### config.mk
export PLATFORM = sky130hd
export DESIGN_NAME = pip_edge
export DESIGN_NICKNAME = d
export VERILOG_FILES = /design/src/sv/pip_pkg.sv /design/src/sv/pip_edge.sv
export SDC_FILE = /design/constraint.sdc
export NUM_CORES = 2
export LEC_CHECK = 0
export BUFFER_PORTS_ARGS = -buffer_cell sky130_fd_sc_hd__buf_2
export CAP_MARGIN = 20
export CORE_ASPECT_RATIO = 1.2
export CORE_MARGIN = 2
export CORE_UTILIZATION = 50
export DETAILED_ROUTE_END_ITERATION = 8
export PLACE_DENSITY = 0.76
export REMOVE_ABC_BUFFERS = 1
export SLEW_MARGIN = 20
export SYNTH_ARGS = -nofsm -noshare
export SYNTH_HDL_FRONTEND = slang
export SYNTH_SLANG_ARGS = --single-unit
### constraint.sdc
create_clock -name clk -period 17.06 [get_ports clk]
set_clock_uncertainty 0.2 [all_clocks]
set_input_delay 3.412 -clock clk [delete_from_list [all_inputs] [get_ports clk]]
set_output_delay 3.412 -clock clk [all_outputs]
set_load 0.03 [all_outputs]
### src/sv/pip_pkg.sv
// Shared types and codes for the point-in-polygon tester.
package pip_pkg;

	localparam logic [1:0] OP_CLEAR = 2'd0;
	localparam logic [1:0] OP_ADD   = 2'd1;
	localparam logic [1:0] OP_TEST  = 2'd2;

	localparam logic signed [15:0] COORD_MAX = 16'sh7fff;
	localparam logic signed [15:0] COORD_MIN = 16'sh8000;

	typedef enum logic [2:0] {
		ST_IDLE,
		ST_BOX,
		ST_READ,
		ST_DRAIN,
		ST_RESULT
	} pip_state_t;

	// control from the sequencer to the edge unit
	typedef struct packed {
		logic start;  // new query: clear the crossing parity
		logic vld;    // a vertex arrives from the store
		logic first;  // it is the closing vertex (last one), only loaded as previous
	} pip_vtx_ctl_t;

endpackage

### src/sv/pip_edge.sv
// Pipelined edge unit: half-open span test, cross-multiplied compare, parity toggle.
module pip_edge import pip_pkg::*; (
	input  logic                clk,
	input  logic                arst_n,
	input  pip_vtx_ctl_t        ctl,
	input  logic signed [15:0]  vtx_x,
	input  logic signed [15:0]  vtx_y,
	input  logic signed [15:0]  qx,
	input  logic signed [15:0]  qy,
	output logic                busy,
	output logic                in_poly
);

	logic signed [15:0] prev_x_q, prev_y_q;
	logic               span_w;
	logic signed [16:0] dy_w, ax_w, bx_w, by_w;

	logic               v_s1;
	logic signed [16:0] dy_s1, ax_s1, bx_s1, by_s1;

	logic               v_s2;
	logic               dpos_s2;
	logic signed [33:0] lhs_s2, rhs_s2;

	logic               cross_w;
	logic               inside_q;

	// vertex i is the incoming one, vertex j the previous
	always_comb begin
		span_w = ((vtx_y <= qy) && (qy < prev_y_q)) || ((prev_y_q <= qy) && (qy < vtx_y));
		dy_w   = {prev_y_q[15], prev_y_q} - {vtx_y[15], vtx_y};
		ax_w   = {qx[15], qx} - {vtx_x[15], vtx_x};
		bx_w   = {prev_x_q[15], prev_x_q} - {vtx_x[15], vtx_x};
		by_w   = {qy[15], qy} - {vtx_y[15], vtx_y};
	end

	always_ff @(posedge clk) begin
		if (ctl.vld) begin
			prev_x_q <= vtx_x;
			prev_y_q <= vtx_y;
		end
		dy_s1   <= dy_w;
		ax_s1   <= ax_w;
		bx_s1   <= bx_w;
		by_s1   <= by_w;
		lhs_s2  <= ax_s1 * dy_s1;
		rhs_s2  <= bx_s1 * by_s1;
		dpos_s2 <= !dy_s1[16];
	end

	always_ff @(posedge clk or negedge arst_n) begin
		if (!arst_n) begin
			v_s1 <= 1'b0;
			v_s2 <= 1'b0;
		end else begin
			v_s1 <= ctl.vld && !ctl.first && span_w;
			v_s2 <= v_s1;
		end
	end

	// span guarantees dy != 0, so the sign bit picks the direction
	assign cross_w = dpos_s2 ? (lhs_s2 < rhs_s2) : (lhs_s2 > rhs_s2);

	always_ff @(posedge clk or negedge arst_n) begin
		if (!arst_n) begin
			inside_q <= 1'b0;
		end else if (ctl.start) begin
			inside_q <= 1'b0;
		end else if (v_s2 && cross_w) begin
			inside_q <= !inside_q;
		end
	end

	assign busy    = v_s1 || v_s2;
	assign in_poly = inside_q;

endmodule

==> impl_metrics.env <==
export IMPL_numCtsBuffers=17
export IMPL_initial_core_util=0.5026
export IMPL_ys_types=75
export IMPL_period_minus_slack_ns=6.798
export IMPL_worstSetupPathType="flop to flop"
export IMPL_tns_ns=0
export IMPL_cp_start_kind="flop"
export IMPL_placementRows=98
export IMPL_drtIter0Drc=1045
export IMPL_grt_overflow=0
export IMPL_cp_common_cell="fa_1"
export IMPL_critical_path_buf_inv_count=3
export IMPL_max_freq_mhz=147.1
export IMPL_drv_slew=0
export IMPL_slew_headroom=0.3799
export IMPL_finalHoldViolCount=0
export IMPL_setup_viol=0
export IMPL_port_buffers=70
export IMPL_synthTopCellsByArea="fa_1 40%, ha_1 12%, dfxtp_1 9.2%"
export IMPL_synthCells=3148
export IMPL_grt_pass1_vias=23204
export IMPL_clockBufferDepth=2
export IMPL_drc_errors=0
export IMPL_postCtsSetupBuffers=0
export IMPL_seq_area_frac_synth=0.1269
export IMPL_synthArstFlopShare=0.01744
export IMPL_antenna_found_initial=6
export IMPL_path_clk_slew_ns=0.07
export IMPL_cts_root_buf="clkbuf_16"
export IMPL_dpl_hpwl_um=56220
export IMPL_cp_end_kind="flop"
export IMPL_hp_class="flop to flop"
export IMPL_cts_resized=0
export IMPL_vias=21186
export IMPL_cts_max_level=4
export IMPL_rsz0062_at_grt="false"
export IMPL_layout_setup_ws_ns=10.26
export IMPL_cp_required_ns=17.20
export IMPL_cts_tree="built"
export IMPL_dp_slack_ns=10.31
export IMPL_slowest_delay_ns=0.94
export IMPL_ys_flop_type="dfxtp_1"
export IMPL_fp_dieArea_mm2=0.06151
export IMPL_dp_cells=3943
export IMPL_cp_top_family="adder cells"
export IMPL_nNetsFinal=4112
export IMPL_synth_top_area_share=0.4008
export IMPL_maxCapViolCount=0
export IMPL_clk_latency_ns=0.45
export IMPL_syn2layout_area_growth_pct=5.965
export IMPL_core_mm2=0.05922
export IMPL_status="complete, no violations"
export IMPL_die_h_um=271.3
export IMPL_place_congestion=0.8615
export IMPL_top_level_ports=71
export IMPL_syn_area_per_cell_um2=9.456
export IMPL_crit_chain="nand2_1 > inv_1 > fa_1 > fa_1 > fa_1 > fa_1 > fa_1 > inv_1 > fa_1 > inv_1 > ha_1 > and3_1 > and2_1 > nand3_1 > a211o_1 > nand4_1 > nand2_1 > a211o_1"
export IMPL_cp_slowest_cell="fa_1"
export IMPL_yosys_warnings=0
export IMPL_cts_sinks=172
export IMPL_grt_pass1_wl_um=115400
export IMPL_die_w_um=226.7
export IMPL_postCtsHoldBufs=0
export IMPL_final_util=0.5326
export IMPL_worst_slew_pin_slew_ns=0.9288
export IMPL_drt_pass1_iterations=5
export IMPL_wl_per_cell_um=17.18
export IMPL_synth_seq_cells=172
export IMPL_syn_cell_area_mm2=0.02977
export IMPL_grt_max_degree=34
export IMPL_antenna_left=0
export IMPL_cp_arrival_ns=6.93
export IMPL_drive_above_1_share=0.03969
export IMPL_yosysTopAreaCell="fa_1"
export IMPL_synth_edff_count=32
export IMPL_vias_per_cell=5.326
export IMPL_cp_max_fo=17
export IMPL_stdcell_count=3978
export IMPL_fin_crit_sh=0.3985
export IMPL_grt_usage=0.2397
export IMPL_wl_um=68350
-- cells in the mapped netlist, drive strengths merged (5+ instances only) --
cell	instances
clkbuf	78
xor2	22
and2	297
dfxtp	137
o21ai	54
or2	7
nor2	91
a21o	34
inv	710
o211ai	6
nor3	40
a21boi	6
a211o	7
xnor2	92
nand2	317
fa	596
ha	285
nand4	16
nand2b	22
a2111oi	10
o21bai	5
or3	11
o21a	23
a21oi	95
and3	13
nor2b	30
a41oi	5
nand3	33
edfxtp	32
a211oi	8
-- layout by cell type (no fill, tap or decap), types with 6 or more instances in the layout --
cell	count
inv_1	711
fa_1	596
nand2_1	317
and2_1	297
ha_1	285
dfxtp_1	137
a21oi_1	94
xnor2_1	92
nor2_1	91
buf_2	70
o21ai_0	50
nor3_1	40
a21o_1	34
nand3_1	33
edfxtp_1	32
nor2b_1	30
o21a_1	23
nand2b_1	22
xor2_1	22
clkbuf_16	20
nand4_1	16
and3_1	13
or3_1	10
a211oi_1	8
a2111oi_0	8
a211o_1	7
o211ai_1	6
-- worst reg2reg max path, cell delays in order, from the launching register on --
cell and delay, ns:
dfxtp_1 0.78, nand2_1 0.20, inv_1 0.12, fa_1 0.56, fa_1 0.94, fa_1 0.56, fa_1 0.54, fa_1 0.50
inv_1 0.06, fa_1 0.49, inv_1 0.05, ha_1 0.37, and3_1 0.20, and2_1 0.17, nand3_1 0.14, a211o_1 0.32
nand4_1 0.14, nand2_1 0.10, a211o_1 0.26
-- sequential cells by signal (all words and copies together) (netlist names) --
register	cells
dy_s1	17
dpos_s2	1
v_s2	1
prev_x_q	16
by_s1	17
rhs_s2	34
in_poly	1
bx_s1	17
ax_s1	17
prev_y_q	16
v_s1	1
lhs_s2	34
-- worst paths after layout --
| path | cells past startpoint | slack (ns) | endpoint | from |
|---|---|---|---|---|
| hold reg to reg | 0 | 0.18 | v_s2 | v_s1 |
| hold / removal | 0 | 0.18 | v_s2 | v_s1 |
| setup / recovery | 18 | 10.26 | lhs_s2[32] | dy_s1[3] |
| max in group asynchronous | 1 | 13.92 | v_s1 | arst_n |
| setup reg to reg | 18 | 10.26 | lhs_s2[32] | dy_s1[3] |
| min in group asynchronous | 1 | 2.58 | in_poly | arst_n |
-- routing by layer --
metal	up-vias	part of all wire	wire, um	global-route usage
li1	9630	-	-	-
met1	10776	0.40	27020	0.3005
met2	620	0.52	35250	0.4243
met3	158	0.055	3730	0.03128
met4	2	0.034	2334	0.08137
met5	-	0.00013	9	0
-- kinds of logic after synthesis --
family                     after synthesis  share of synthesized area
xor gates and xnor gates               114                    0.03354
DFF                                    172                     0.1269
AOI/OAI and AO/OA                      299                    0.06818
buffers and inverters                  790                    0.09962
and+or+nand+nor                        890                     0.1504
adders and majority gates              881                     0.5206
muxes                                    2                  0.0007146
-- through the flow --
stage	cell area [um2]	hold slack [ns]
2_1_floorplan	29470	0.1468
3_5_place_dp	30850	0.1689
4_1_cts	31530	0.1912
3_3_place_gp	30850	0.1610
6_report	31540	0.1828
5_1_grt	31530	0.2026
-- area by class of cell --
cell class | instances | area, um2
clock buffer | 21 | 514.2
tap | 800 | 1001
sequential | 172 | 3779
multi-input combinational | 2186 | 23020
antenna | 3 | 7.507
inverter | 710 | 2665
fill | 5300 | 27680
clock inverter | 11 | 165.2
timing repair buffer | 75 | 387.9
Power is left out: the tool's default activity adds up to more than one toggle a clock period on the data nets, which glitch-free logic cannot reach.
